[config.mk]
export PLATFORM = sky130hd
export DESIGN_NAME = quicksort_engine
export DESIGN_NICKNAME = d
export VERILOG_FILES = /design/src/rtl/qse_pkg.sv /design/src/rtl/qse_store.sv /design/src/rtl/qse_stack.sv /design/src/rtl/quicksort_engine.sv
export SDC_FILE = /design/constraint.sdc
export NUM_CORES = 2
export LEC_CHECK = 0
export BUFFER_PORTS_ARGS = -buffer_cell sky130_fd_sc_hd__clkbuf_2
export CAP_MARGIN = 10
export CORE_MARGIN = 10
export CORE_UTILIZATION = 35
export CTS_BUF_LIST = sky130_fd_sc_hd__clkbuf_16
export DETAILED_ROUTE_END_ITERATION = 16
export PLACE_DENSITY_LB_ADDON = 0.08
export SLEW_MARGIN = 20
export SYNTH_ARGS = -nofsm -noshare
export SYNTH_HDL_FRONTEND = slang
export SYNTH_SLANG_ARGS = --single-unit
[constraint.sdc]
create_clock -name clk -period 19.5 [get_ports clk]
set_input_delay 0.975 -clock clk [delete_from_list [all_inputs] [get_ports clk]]
set_output_delay 0.975 -clock clk [all_outputs]
set_load 0.02 [all_outputs]
[src/rtl/qse_pkg.sv]
// ============================================================================
// qse_pkg: shared types for the quicksort engine
// Transfer payloads of both channels and the range stack command group.
// ============================================================================
package qse_pkg;

    localparam int VALUE_W = 32;

    typedef struct packed {
        logic signed [VALUE_W-1:0] value;
        logic                      is_last;
    } item_t;

    typedef struct packed {
        logic signed [VALUE_W-1:0] sorted_value;
        logic                      end_of_run;
        logic                      overflowed;
    } result_t;

    typedef struct packed {
        logic push;
        logic pop;
    } stk_cmd_t;

endpackage

[src/rtl/qse_store.sv]
// ============================================================================
// qse_store: element store with the shared key comparator
// One write port, one registered read port; the read word is compared
// against the pivot (signed, strict less-than).
// ============================================================================
module qse_store
    import qse_pkg::*;
#(
    parameter int ARRAY_DEPTH = 64
)
(
    input  logic                              clk,
    input  logic                              we,
    input  logic [$clog2(ARRAY_DEPTH)-1:0]    waddr,
    input  logic [VALUE_W-1:0]                wdata,
    input  logic                              re,
    input  logic [$clog2(ARRAY_DEPTH)-1:0]    raddr,
    input  logic [VALUE_W-1:0]                pivot,
    output logic [VALUE_W-1:0]                rdata,
    output logic                              less
);

    logic [VALUE_W-1:0] mem [ARRAY_DEPTH];
    logic [VALUE_W-1:0] rdata_reg;

    always_ff @(posedge clk)
    begin
        if (we)
        begin
            mem[waddr] <= wdata;
        end
    end

    always_ff @(posedge clk)
    begin
        if (re)
        begin
            rdata_reg <= mem[raddr];
        end
    end

    assign rdata = rdata_reg;
    assign less  = $signed(rdata_reg) < $signed(pivot);

endmodule

[src/rtl/qse_stack.sv]
// ============================================================================
// qse_stack: range stack for the partition sequencer
// Holds {lo, hi} pairs; pop loads the top entry into a register. A push on a
// full stack is ignored.
// ============================================================================
module qse_stack
    import qse_pkg::*;
#(
    parameter int ARRAY_DEPTH = 64
)
(
    input  logic                                clk,
    input  logic                                rst_n,
    input  stk_cmd_t                            cmd,
    input  logic [2*$clog2(ARRAY_DEPTH)-1:0]    push_entry,
    output logic [2*$clog2(ARRAY_DEPTH)-1:0]    top_entry,
    output logic                                empty
);

    localparam int IW = $clog2(ARRAY_DEPTH);
    localparam int CW = $clog2(ARRAY_DEPTH + 1);
    localparam logic [CW-1:0] DEPTH_C = CW'(ARRAY_DEPTH);

    logic [2*IW-1:0] mem [ARRAY_DEPTH];
    logic [2*IW-1:0] top_reg;
    logic [CW-1:0]   sp_reg;
    logic [CW-1:0]   sp_m1;

    assign sp_m1 = sp_reg - CW'(1);

    always_ff @(posedge clk or negedge rst_n)
    begin
        if (!rst_n)
        begin
            sp_reg <= '0;
        end
        else if (cmd.push && (sp_reg != DEPTH_C))
        begin
            sp_reg <= sp_reg + CW'(1);
        end
        else if (cmd.pop && (sp_reg != '0))
        begin
            sp_reg <= sp_m1;
        end
    end

    always_ff @(posedge clk)
    begin
        if (cmd.push && (sp_reg != DEPTH_C))
        begin
            mem[sp_reg[IW-1:0]] <= push_entry;
        end
    end

    always_ff @(posedge clk)
    begin
        if (cmd.pop)
        begin
            top_reg <= mem[sp_m1[IW-1:0]];
        end
    end

    assign top_entry = top_reg;
    assign empty     = (sp_reg == '0);

endmodule

[src/rtl/quicksort_engine.sv]
// ============================================================================
// quicksort_engine: buffered in-place quicksort of signed 32-bit values
// Loads a set into the element store, sorts it with a pivot-hopping
// partition driven by a range stack, then streams it out in ascending order.
// ============================================================================
// Load: one input transfer per cycle; item_stall stays low while loading.
// Sort: each scan step issues a read, then compares; a pivot hop adds a
//   pivot write; every read uses the single read port of the element store.
// Emit: per result, store read, then output register load (held while
//   the consumer stalls). Next set loads once the last result is registered.
// Reset: control state, counters and stack pointer clear; store contents stay.
module quicksort_engine
    import qse_pkg::*;
#(
    parameter int ARRAY_DEPTH = 64
)
(
    input  logic    clk,
    input  logic    rst_n,
    input  logic    item_valid,
    output logic    item_stall,
    input  item_t   item,
    output logic    result_valid,
    input  logic    result_stall,
    output result_t result
);

    localparam int IW = $clog2(ARRAY_DEPTH);
    localparam int CW = $clog2(ARRAY_DEPTH + 1);
    localparam logic [CW-1:0] DEPTH_C = CW'(ARRAY_DEPTH);

    // sequencer states
    localparam logic [3:0] S_LOAD  = 4'd0;   // accepting items
    localparam logic [3:0] S_POP   = 4'd1;   // pop next range, or finish
    localparam logic [3:0] S_POPW  = 4'd2;   // range in hand, fetch pivot
    localparam logic [3:0] S_PIVW  = 4'd3;   // latch pivot
    localparam logic [3:0] S_A     = 4'd4;   // right scan: issue read of r
    localparam logic [3:0] S_AW    = 4'd5;   // right scan: compare
    localparam logic [3:0] S_AX    = 4'd6;   // right hop: pivot to new spot
    localparam logic [3:0] S_B     = 4'd7;   // left scan: issue read of l
    localparam logic [3:0] S_BW    = 4'd8;   // left scan: compare
    localparam logic [3:0] S_BX    = 4'd9;   // left hop: pivot to new spot
    localparam logic [3:0] S_PUSH1 = 4'd10;  // push right part
    localparam logic [3:0] S_PUSH2 = 4'd11;  // push left part
    localparam logic [3:0] S_ERD   = 4'd12;  // emit: read element
    localparam logic [3:0] S_EOUT  = 4'd13;  // emit: load output register

    logic [3:0]          state_reg, state_next;
    logic [CW-1:0]       count_reg, count_next;
    logic [CW-1:0]       cnt_m1;
    logic                ovf_reg, ovf_next;
    logic [IW-1:0]       lo_reg, lo_next;
    logic [IW-1:0]       hi_reg, hi_next;
    logic [IW-1:0]       l_reg, l_next;
    logic [IW-1:0]       r_reg, r_next;
    logic [IW-1:0]       p_reg, p_next;
    logic [IW-1:0]       idx_reg, idx_next;
    logic [VALUE_W-1:0]  pivot_reg, pivot_next;
    logic                out_valid_reg, out_valid_next;
    result_t             out_reg, out_next;

    // element store port
    logic                st_we, st_re, st_less;
    logic [IW-1:0]       st_waddr, st_raddr;
    logic [VALUE_W-1:0]  st_wdata, st_rdata;

    // range stack port
    stk_cmd_t            stk_cmd;
    logic [2*IW-1:0]     stk_push, stk_top;
    logic                stk_empty;

    logic                accept;
    logic                last_idx;

    qse_store #(.ARRAY_DEPTH(ARRAY_DEPTH)) u_store (
        .clk   (clk),
        .we    (st_we),
        .waddr (st_waddr),
        .wdata (st_wdata),
        .re    (st_re),
        .raddr (st_raddr),
        .pivot (pivot_reg),
        .rdata (st_rdata),
        .less  (st_less)
    );

    qse_stack #(.ARRAY_DEPTH(ARRAY_DEPTH)) u_stack (
        .clk        (clk),
        .rst_n      (rst_n),
        .cmd        (stk_cmd),
        .push_entry (stk_push),
        .top_entry  (stk_top),
        .empty      (stk_empty)
    );

    assign item_stall = (state_reg != S_LOAD);
    assign accept     = item_valid && !item_stall;
    assign last_idx   = ({{(CW-IW){1'b0}}, idx_reg} == (count_reg - CW'(1)));

    always_comb
    begin
        state_next     = state_reg;
        count_next     = count_reg;
        ovf_next       = ovf_reg;
        lo_next        = lo_reg;
        hi_next        = hi_reg;
        l_next         = l_reg;
        r_next         = r_reg;
        p_next         = p_reg;
        idx_next       = idx_reg;
        pivot_next     = pivot_reg;
        out_next       = out_reg;
        out_valid_next = out_valid_reg && result_stall;
        st_we          = 1'b0;
        st_waddr       = p_reg;
        st_wdata       = st_rdata;
        st_re          = 1'b0;
        st_raddr       = r_reg;
        stk_cmd        = '0;
        stk_push       = {lo_reg, hi_reg};
        cnt_m1         = '0;

        unique case (state_reg)
            S_LOAD:
            begin
                if (accept)
                begin
                    if (count_reg != DEPTH_C)
                    begin
                        st_we      = 1'b1;
                        st_waddr   = count_reg[IW-1:0];
                        st_wdata   = item.value;
                        count_next = count_reg + CW'(1);
                    end
                    else
                    begin
                        ovf_next = 1'b1;
                    end
                    cnt_m1 = count_next - CW'(1);
                    if (item.is_last)
                    begin
                        idx_next = '0;
                        if (count_next < CW'(2))
                        begin
                            state_next = S_ERD;
                        end
                        else
                        begin
                            // whole set is the first range
                            stk_cmd.push = 1'b1;
                            stk_push     = {{IW{1'b0}}, cnt_m1[IW-1:0]};
                            state_next   = S_POP;
                        end
                    end
                end
            end

            S_POP:
            begin
                if (stk_empty)
                begin
                    idx_next   = '0;
                    state_next = S_ERD;
                end
                else
                begin
                    stk_cmd.pop = 1'b1;
                    state_next  = S_POPW;
                end
            end

            S_POPW:
            begin
                lo_next = stk_top[2*IW-1:IW];
                hi_next = stk_top[IW-1:0];
                l_next  = stk_top[2*IW-1:IW];
                r_next  = stk_top[IW-1:0];
                p_next  = stk_top[2*IW-1:IW];
                if (stk_top[2*IW-1:IW] < stk_top[IW-1:0])
                begin
                    st_re      = 1'b1;
                    st_raddr   = stk_top[2*IW-1:IW];
                    state_next = S_PIVW;
                end
                else
                begin
                    state_next = S_POP;
                end
            end

            S_PIVW:
            begin
                pivot_next = st_rdata;
                state_next = S_A;
            end

            S_A:
            begin
                if (p_reg != r_reg)
                begin
                    st_re      = 1'b1;
                    st_raddr   = r_reg;
                    state_next = S_AW;
                end
                else if (r_reg == l_reg)
                begin
                    state_next = S_PUSH1;
                end
                else
                begin
                    state_next = S_B;
                end
            end

            S_AW:
            begin
                if (st_less)
                begin
                    // smaller key hops left of the pivot
                    st_we      = 1'b1;
                    st_waddr   = p_reg;
                    st_wdata   = st_rdata;
                    p_next     = r_reg;
                    state_next = S_AX;
                end
                else
                begin
                    r_next     = r_reg - IW'(1);
                    state_next = S_A;
                end
            end

            S_AX:
            begin
                st_we    = 1'b1;
                st_waddr = r_reg;
                st_wdata = pivot_reg;
                if (r_reg == l_reg)
                begin
                    state_next = S_PUSH1;
                end
                else
                begin
                    state_next = S_B;
                end
            end

            S_B:
            begin
                if (l_reg != p_reg)
                begin
                    st_re      = 1'b1;
                    st_raddr   = l_reg;
                    state_next = S_BW;
                end
                else if (l_reg == r_reg)
                begin
                    state_next = S_PUSH1;
                end
                else
                begin
                    state_next = S_A;
                end
            end

            S_BW:
            begin
                if (!st_less)
                begin
                    // key not below pivot hops right of it
                    st_we      = 1'b1;
                    st_waddr   = p_reg;
                    st_wdata   = st_rdata;
                    p_next     = l_reg;
                    state_next = S_BX;
                end
                else
                begin
                    l_next     = l_reg + IW'(1);
                    state_next = S_B;
                end
            end

            S_BX:
            begin
                st_we    = 1'b1;
                st_waddr = l_reg;
                st_wdata = pivot_reg;
                if (l_reg == r_reg)
                begin
                    state_next = S_PUSH1;
                end
                else
                begin
                    state_next = S_A;
                end
            end

            S_PUSH1:
            begin
                // right part only when it holds two or more elements
                if (({1'b0, p_reg} + (IW+1)'(1)) < {1'b0, hi_reg})
                begin
                    stk_cmd.push = 1'b1;
                    stk_push     = {p_reg + IW'(1), hi_reg};
                end
                state_next = S_PUSH2;
            end

            S_PUSH2:
            begin
                if (({1'b0, lo_reg} + (IW+1)'(1)) < {1'b0, p_reg})
                begin
                    stk_cmd.push = 1'b1;
                    stk_push     = {lo_reg, p_reg - IW'(1)};
                end
                state_next = S_POP;
            end

            S_ERD:
            begin
                st_re      = 1'b1;
                st_raddr   = idx_reg;
                state_next = S_EOUT;
            end

            S_EOUT:
            begin
                if (!out_valid_reg || !result_stall)
                begin
                    out_valid_next        = 1'b1;
                    out_next.sorted_value = st_rdata;
                    out_next.end_of_run   = last_idx;
                    out_next.overflowed   = ovf_reg;
                    if (last_idx)
                    begin
                        count_next = '0;
                        ovf_next   = 1'b0;
                        state_next = S_LOAD;
                    end
                    else
                    begin
                        idx_next   = idx_reg + IW'(1);
                        state_next = S_ERD;
                    end
                end
            end

            default:
            begin
                state_next = S_LOAD;
            end
        endcase
    end

    always_ff @(posedge clk or negedge rst_n)
    begin
        if (!rst_n)
        begin
            state_reg     <= S_LOAD;
            count_reg     <= '0;
            ovf_reg       <= 1'b0;
            out_valid_reg <= 1'b0;
        end
        else
        begin
            state_reg     <= state_next;
            count_reg     <= count_next;
            ovf_reg       <= ovf_next;
            out_valid_reg <= out_valid_next;
        end
    end

    // datapath registers, no reset needed
    always_ff @(posedge clk)
    begin
        lo_reg    <= lo_next;
        hi_reg    <= hi_next;
        l_reg     <= l_next;
        r_reg     <= r_next;
        p_reg     <= p_next;
        idx_reg   <= idx_next;
        pivot_reg <= pivot_next;
        out_reg   <= out_next;
    end

    assign result_valid = out_valid_reg;
    assign result       = out_reg;

    // pivot always sits at one end of the unscanned window
    a_pivot_at_edge: assert property (@(posedge clk) disable iff (!rst_n)
        (state_reg == S_A || state_reg == S_AW || state_reg == S_AX ||
         state_reg == S_B || state_reg == S_BW || state_reg == S_BX)
        |-> (p_reg == l_reg || p_reg == r_reg))
        else $error("pivot left the scan window");

    // scan pointers never cross
    a_no_cross: assert property (@(posedge clk) disable iff (!rst_n)
        (state_reg == S_A || state_reg == S_AW || state_reg == S_AX ||
         state_reg == S_B || state_reg == S_BW || state_reg == S_BX)
        |-> (l_reg <= r_reg))
        else $error("scan pointers crossed");

    // emitting always has at least one stored element
    a_emit_nonempty: assert property (@(posedge clk) disable iff (!rst_n)
        (state_reg == S_ERD || state_reg == S_EOUT)
        |-> (count_reg != '0 && count_reg <= DEPTH_C))
        else $error("emit with bad element count");

endmodule
# ---- Word level (Yosys, flattened, before mapping)
# Memory sizes are Yosys's and may differ from the RTL's. A register that Yosys moved wholly into a read port is not among the register bits.
# Index checks and enable logic that the tools add are counted.
dict set report classes {
  add_sub_neg 12
  n_lt_le_gt_ge 5
  eq_ne 31
  mux 79
  reduce_logical 27
}
# operator n
set op_table {}
lappend op_table {{$mux W6} 14}
lappend op_table {{$pmux W6 S3} 4}
lappend op_table {{$mux W32} 2}
lappend op_table {{$pmux W32 S2} 1}
lappend op_table {{$mux W7} 8}
lappend op_table {{$pmux W4 S14} 1}
lappend op_table {{$mux W12} 4}
lappend op_table {{$mux W4} 11}
lappend op_table {{$pmux W12 S3} 1}
lappend op_table {{$lt A32 B32 Y1} 1}
lappend op_table {{$eq A4 B4 Y1 const B} 6}
lappend op_table {{$mux W1} 24}
lappend op_table {{$pmux W6 S2} 2}
lappend op_table {{$ne A2 B2 Y1 const B} 11}
lappend op_table {{$add A6 B1 Y6 const B} 3}
lappend op_table {{$sub A6 B1 Y6 const B} 3}
lappend op_table {{$eq A4 B3 Y1 const B} 4}
lappend op_table {{$add A6 B1 Y7 const B} 2}
lappend op_table {{$add A7 B1 Y7 const B} 2}
lappend op_table {{$lt A7 B6 Y1} 2}
lappend op_table {{$ne A7 B7 Y1 const B} 2}
lappend op_table {{$pmux W7 S2} 1}
lappend op_table {{$sub A7 B1 Y7 const B} 2}
lappend op_table {{$eq A6 B6 Y1} 2}
lappend op_table {{other kinds (25)} 41}
dict set report word_totals {
  ff_bits 122
  ramBits 2816
  wordCells 171
  mem_count 2
}
# memory depth width read_ports rd_clocked_by_memory_dff write_ports line_no
set mem_list {}
lappend mem_list {u_store.mem 64 32 1 1 1 qse_store.sv:23} ;# logic [VALUE_W-1:0] mem [ARRAY_DEPTH];
lappend mem_list {u_stack.mem 64 12 1 1 1 qse_stack.sv:24} ;# logic [2*IW-1:0] mem [ARRAY_DEPTH];

# ---- Logic depth before layout (Yosys ltp)
dict set report logic_depth {
  ltp_word 13
  depth_mapped 18
  ltp_nobuf 14
}

# ---- Cells and area by module
# From an unflattened synthesis, not the netlist that was laid out.
dict set report unflattened {
  cells_unflattened 5692
  area_unflattened_um2 117534.0
}
# mod n_inst cells_each area_each_um2 seq_area_each_um2
set modules_own_cells {}
lappend modules_own_cells {qse_store 1 3451 79601.3 62459.9}
lappend modules_own_cells {qse_stack 1 1529 30933.4 23597.6}
lappend modules_own_cells {quicksort_engine 1 712 6999.2 3388.2}

# ---- Worst setup path after synthesis
# OpenSTA, ideal clock, no wires.
dict set report synth_timing {
  path_type {register to register}
  from {register p_reg[1]}
  to {memory u_stack.mem[0][6] (netlist name) (data pin)}
  arrival_ps 5979
  required_ps 18595
  slack_ps 12616
  stages_incl_launch_ff 13
  path_buffers 1
  path_cell_list {edfxtp_1 > clkbuf_1 > inv_1 > ha_1 > ha_1 > a21boi_0 > o21a_1 > o21a_1 > o21a_1 > o21ai_0 > nor2b_1 > nor2_1 > o41ai_1}
}
dict set report synth_via {
  elab_chain_len 4
}
# item line_no
set synth_lines {}
lappend synth_lines {{start, declared} quicksort_engine.sv:56} ;# logic [IW-1:0] p_reg, p_next;
lappend synth_lines {{start signal, assigned} quicksort_engine.sv:381} ;# p_reg <= p_next;
lappend synth_lines {{$add A6 B1 Y7} quicksort_engine.sv:302} ;# if (({1'b0, p_reg} + (IW+1)'(1)) < {1'b0, hi_reg})
lappend synth_lines {{$lt A7 B6 Y1} quicksort_engine.sv:302}
lappend synth_lines {{$mux W12} quicksort_engine.sv:302}
lappend synth_lines {{$pmux W12 S3} quicksort_engine.sv:123} ;# unique case (state_reg)
lappend synth_lines {{net stk_push[6]} quicksort_engine.sv:69} ;# logic [2*IW-1:0] stk_push, stk_top;
lappend synth_lines {{end, declared} qse_stack.sv:24}
# The timed path passes the listed nets, and every way through them passes these cells.

# ---- Worst setup path in the final report
dict set report layout_timing {
  from {register u_stack.top_reg[8] (netlist: u_stack.top_entry[8]) (read register of u_stack.mem)}
  to {register u_store.rdata_reg[26] (netlist: u_store.rdata[26]) (read register of u_store.mem) (data pin)}
}
dict set report layout_via {
  elab_chain_len 3
  word_cells_on_any_way 5
  classes_between {order compare (1); mux (4)}
}
# item line_no
set layout_lines {}
lappend layout_lines {{start, declared} qse_stack.sv:25} ;# logic [2*IW-1:0] top_reg;
lappend layout_lines {{$lt A6 B6 Y1} quicksort_engine.sv:179} ;# if (stk_top[2*IW-1:IW] < stk_top[IW-1:0])
lappend layout_lines {{$mux W1 / $mux W6 (equally long branches)} quicksort_engine.sv:179}
lappend layout_lines {{$pmux W1 S4 / $pmux W6 S3 (equally long branches)} quicksort_engine.sv:123}
lappend layout_lines {{end, declared} qse_store.sv:24} ;# logic [VALUE_W-1:0] rdata_reg;
# Several ways; a longest one is shown, not always the timed one.
# A chain may end at the register's enable or synchronous reset.

==> results.md <==
- The number of failing setup endpoints in the final timing report is 0.
- Compared with the post-synthesis result, the final layout area differs by 14.7%.
- For this design the static power due to leakage is 45.4 nW.
- The total area of sequential cells is ~0.09 mm^2.
- Before antenna repair, the detailed router went through 6 iterations.
- The synthesized netlist contains between 80 and 90 unique library cells.
- Post-CTS timing repair inserted 0 buffers for setup.
- After synthesis, the share of flip-flops with an asynchronous set or reset is 0.671%.
- The count of endpoints failing hold in the final timing report is 0.
- The standard cell with the maximum stage delay on the critical path is a32oi_1.
- For this run, the number of Yosys warnings is 0.
- The net total in the final layout is between 8000 and 9000.
- The die covers roughly 0.36 mm^2.
- The delay contributed by the slowest stage of the critical path is 0.88 ns.
- The number of nets in the synthesized netlist is 7995.
- The remaining number of nets flagged by the antenna check after routing is 0.
- The area of the multi-input gates is 0.0281 mm^2.
- Data arrives at the worst endpoint at 7.84 ns.
- The detailed router finished its first iteration with 7176 violations.
- The post-layout total power is 25.8 mW.
- TritonCTS built the clock tree.
- The peak fanout along the critical path is around 120.
- The wire-length estimate of the detail-placed layout is 219000 um.
- The count of input and output buffers is 72.
- On the critical path the largest part of the delay comes from compound AO/OA/AOI/OAI gates.
- The fraction of final layout cells sized beyond drive strength 1 is between 10% and 20%.
- Summed over its instances, the top area cell type makes up about three quarters of the synthesized netlist area.
- The worst pin sits at a relative slew slack of roughly a quarter.
- The instance count of the mapped netlist is 7900.
- STA classifies the critical path startpoint as a register.
- The number of max-slew violations in the final report is 0.
- The register with the most flip-flops in the layout has approximately 2000 of them.
- The synthesized design contains about 3000 register bits.
- edfxtp_1 takes more of the synthesized area than any other cell.
- After detailed routing, the number of vias per cell comes to roughly 5.5.
- The width of the die is approximately 600 um.
- The H-tree depth is 5.
- Max-cap violations in this run came to 0.
- The critical path class is register to register.
- The detailed-route wire length per cell is approximately 30 um.
- The critical path goes through ha_1 > a21o_1 > a31oi_1 > o21a_2 > a222oi_1 > a21boi_4 > buf_4 > buf_12 > buf_4 > buf_4 > nand2_1 > and3_1 > a31oi_1 > o2111ai_1 > a32oi_1 > a22o_1.
- The hold buffer count at CTS is 0.
- Cells fill about two fifths of the core in the end.
- The share of the clock period used by the worst path after layout is between 30 and 40%.
- Sorting the synthesized cells by area gives the leading types as edfxtp_1 (75%), nand2_1 (5.9%), mux4_2 (4.8%).
- No sink is reached through more buffers than the 4 on the longest clock path.
- For the pin with the worst max-slew slack, the measured transition is between 1 and 1.5 ns.
- The power per unit of standard cell area is 189 mW/mm^2.
- Combinational logic burns between 40% and 50% of the power.
- Summed over all nets, the switching power comes to 10.5 mW.
- The number of placement rows is ~210.
- The die is 603 um tall.
- The number of buffers added by the clock tree synthesis step is ~340.
- In this run, placement finished with an instance count of 12300.
- Leaving out fill and tap cells, the most frequent cells in the layout are edfxtp_1 (2962), nand2_1 (1830), nand3_1 (564).
- The synthesized design contains a little under 3000 enable-type register cells.
- The initial core utilization is 35.1%.
- In the final timing run, aggregate negative setup slack is 0 ns.
- Setup repair after global routing left no endpoint under its margin.
- Counting both buffers and inverters, the worst setup path holds a total of 4.
- The leading cell type in the layout, fill and taps excluded is edfxtp_1.
- The part of the total power dissipated in the clock network is a little under a quarter.
- Post-CTS repair changed the size of 0 cells.
- In this design, the critical path's most frequently occurring cell is buf_4.
- The global routing usage summed across all routing layers is about a fifth.
- The library cell used as clock root buffer is clkbuf_16.
- The final layout contains routed wiring with a total length of between 300000 and 400000 um.
- Clock latency on the worst-skew pair, taken at its later pin, is approximately 0.95 ns.
- The worst hold path belongs to the class input port to asynchronous set/reset pin.
- The number of sinks handled by clock tree synthesis is roughly 3000.
- The type of element capturing the critical path is a register.
- The global placer's final weighted congestion is about 0.8.
- For this run, design rule violations remaining after detail routing come to 0.
- Fill cells in the final layout number 31200.
- The total I/O pin count is 73.
- The largest net degree at the start of global routing is roughly 140.
- The clock-pin transition on the worst setup and hold timing paths is 0.06 ns.
- The smallest clock period supported by the final layout is computed as approximately 7.0 ns.
- The register share of total power is a little over a third.
- For the final database, setup skew stands at just over 0.08 ns.
- The first-pass GRT wire length is 550000 um.
- The initial antenna violation count is 20.
- The routed layout has 70400 vias.
- STA puts the critical path data required time at around 20 ns.
- The maximum VDD drop is 0.167 mV.
- Static timing analysis puts the maximum clock frequency at around 140 MHz.
- The number of global-route vias before repair is roughly 70000.
- Ranked by flip-flop count, first place goes to u_store.mem.
- In this run the standard cell core region covers ~0.34 mm^2.
- The flow ran to the end, and the final reports show no timing, DRC or antenna violations.
- Summed over all layers, the global routing overflow is 0.
- The most instantiated flip-flop cell in the synthesis netlist is edfxtp_1.
- After synthesis, the mean cell area works out to roughly 15 um^2.
- The finished layout holds ~13000 standard cells, fillers aside.
- In this run switching power makes up between 40% and 50% of total power.
- The netlist area before placement is ~0.12 mm^2.
- The internal power summed over all cells is between 15 and 20 mW.
- Summing the sequential cell areas from Yosys gives between 70 and 80% of the chip area.
[logic make-up (layout without fill, tap and decap cells)]
kind of cell,after synthesis,count (layout),share of synthesized area [%]
buffers and inverters,555,1011,2.08
AOI/OAI and AO/OA,931,931,5.24
muxes,413,413,6.14
adders and majority gates,58,58,0.609
xor gates and xnor gates,70,70,0.515
DFF,2982,2982,75.1
and+or+nand+nor,2891,2891,10.3
other,0,6,0
[metal layers]
| layer | vias to the layer above | track usage [%] | share of wire [%] | routed length, um |
|---|---|---|---|---|
| li1 | 30600 | - | - | - |
| met1 | 37100 | 29.1 | 44 | 171000 |
| met2 | 2197 | 34.3 | 48 | 188000 |
| met3 | 522 | 2.68 | 5.4 | 21100 |
| met4 | 4 | 5.83 | 3.0 | 11800 |
| met5 | - | 0 | 0.0066 | 26 |
[worst reg2reg max path, delay by kind of cell (launching register included)]
family,cells,cell delay (ns)
AO/OA/AOI/OAI,9,2.99
buffers and inverters,4,2.77
AND/OR/NAND/NOR,2,0.34
adder cells (fa/ha/maj),1,0.35
flip-flops,1,0.50
[path summary, 6_finish.rpt]
kind / startpoint / end / slack (ns) / depth (start not counted)
min in group clk: result_stall / result_valid / 0.40 / 3
worst max-delay path: u_stack.top_entry[8] / u_store.rdata[26] / 12.45 / 16
max in group asynchronous: rst_n / u_stack.sp_reg[0] / 18.76 / 1
worst min register to register: u_stack.top_entry[2] / hi_reg[2] / 0.45 / 0
worst max register to register: u_stack.top_entry[8] / u_store.rdata[26] / 12.45 / 16
worst min-delay path: rst_n / ovf_reg / 0.15 / 1
[synthesized netlist by cell type (57+ instances only)]
| cell | number |
|---|---|
| edfxtp_1 | 2962 |
| nand2_1 | 1866 |
| nand3_1 | 565 |
| a21oi_1 | 346 |
| mux4_2 | 254 |
| buf_2 | 211 |
| clkbuf_1 | 178 |
| mux2i_1 | 159 |
| nor2_1 | 150 |
| a31oi_1 | 105 |
| nor3_1 | 92 |
| buf_1 | 74 |
| and3_1 | 72 |
| inv_1 | 61 |
| ha_1 | 58 |
| o21ai_0 | 57 |
[layout make-up]
class	instances	area share, %
Sequential cell	2982	65.5
Multi-Input combinational cell	4363	20.5
Clock buffer	342	6.26
Tap cell	4536	4.15
Timing Repair Buffer	347	1.87
Clock inverter	260	1.50
Inverter	62	0.170
Antenna cell	6	0.0110
[power by group through the flow]
stage / Sequential (mW) / Clock, mW / Combinational (mW)
6_report: 9.20 / 6.17 / 10.4
3_3_place_gp: 9.33 / 0 / 10.5
4_1_cts: 9.20 / 6.31 / 10.6
2_1_floorplan: 9.17 / 0 / 5.89
3_5_place_dp: 9.33 / 0 / 10.6
5_1_grt: 9.23 / 6.57 / 11.1
[through the flow]
| stage | setup slack (ns) | hold WS (ns) | cell area, um^2 |
|---|---|---|---|
| global placement | 11.31 | 0.445 | 126000 |
| global route | 12.11 | 0.145 | 137000 |
| detailed placement | 12.33 | 0.442 | 126000 |
| floorplan | 12.62 | 0.426 | 119000 |
| CTS | 12.33 | 0.0847 | 137000 |
| finish | 12.45 | 0.145 | 137000 |
(Power assumes the default switching activity.)
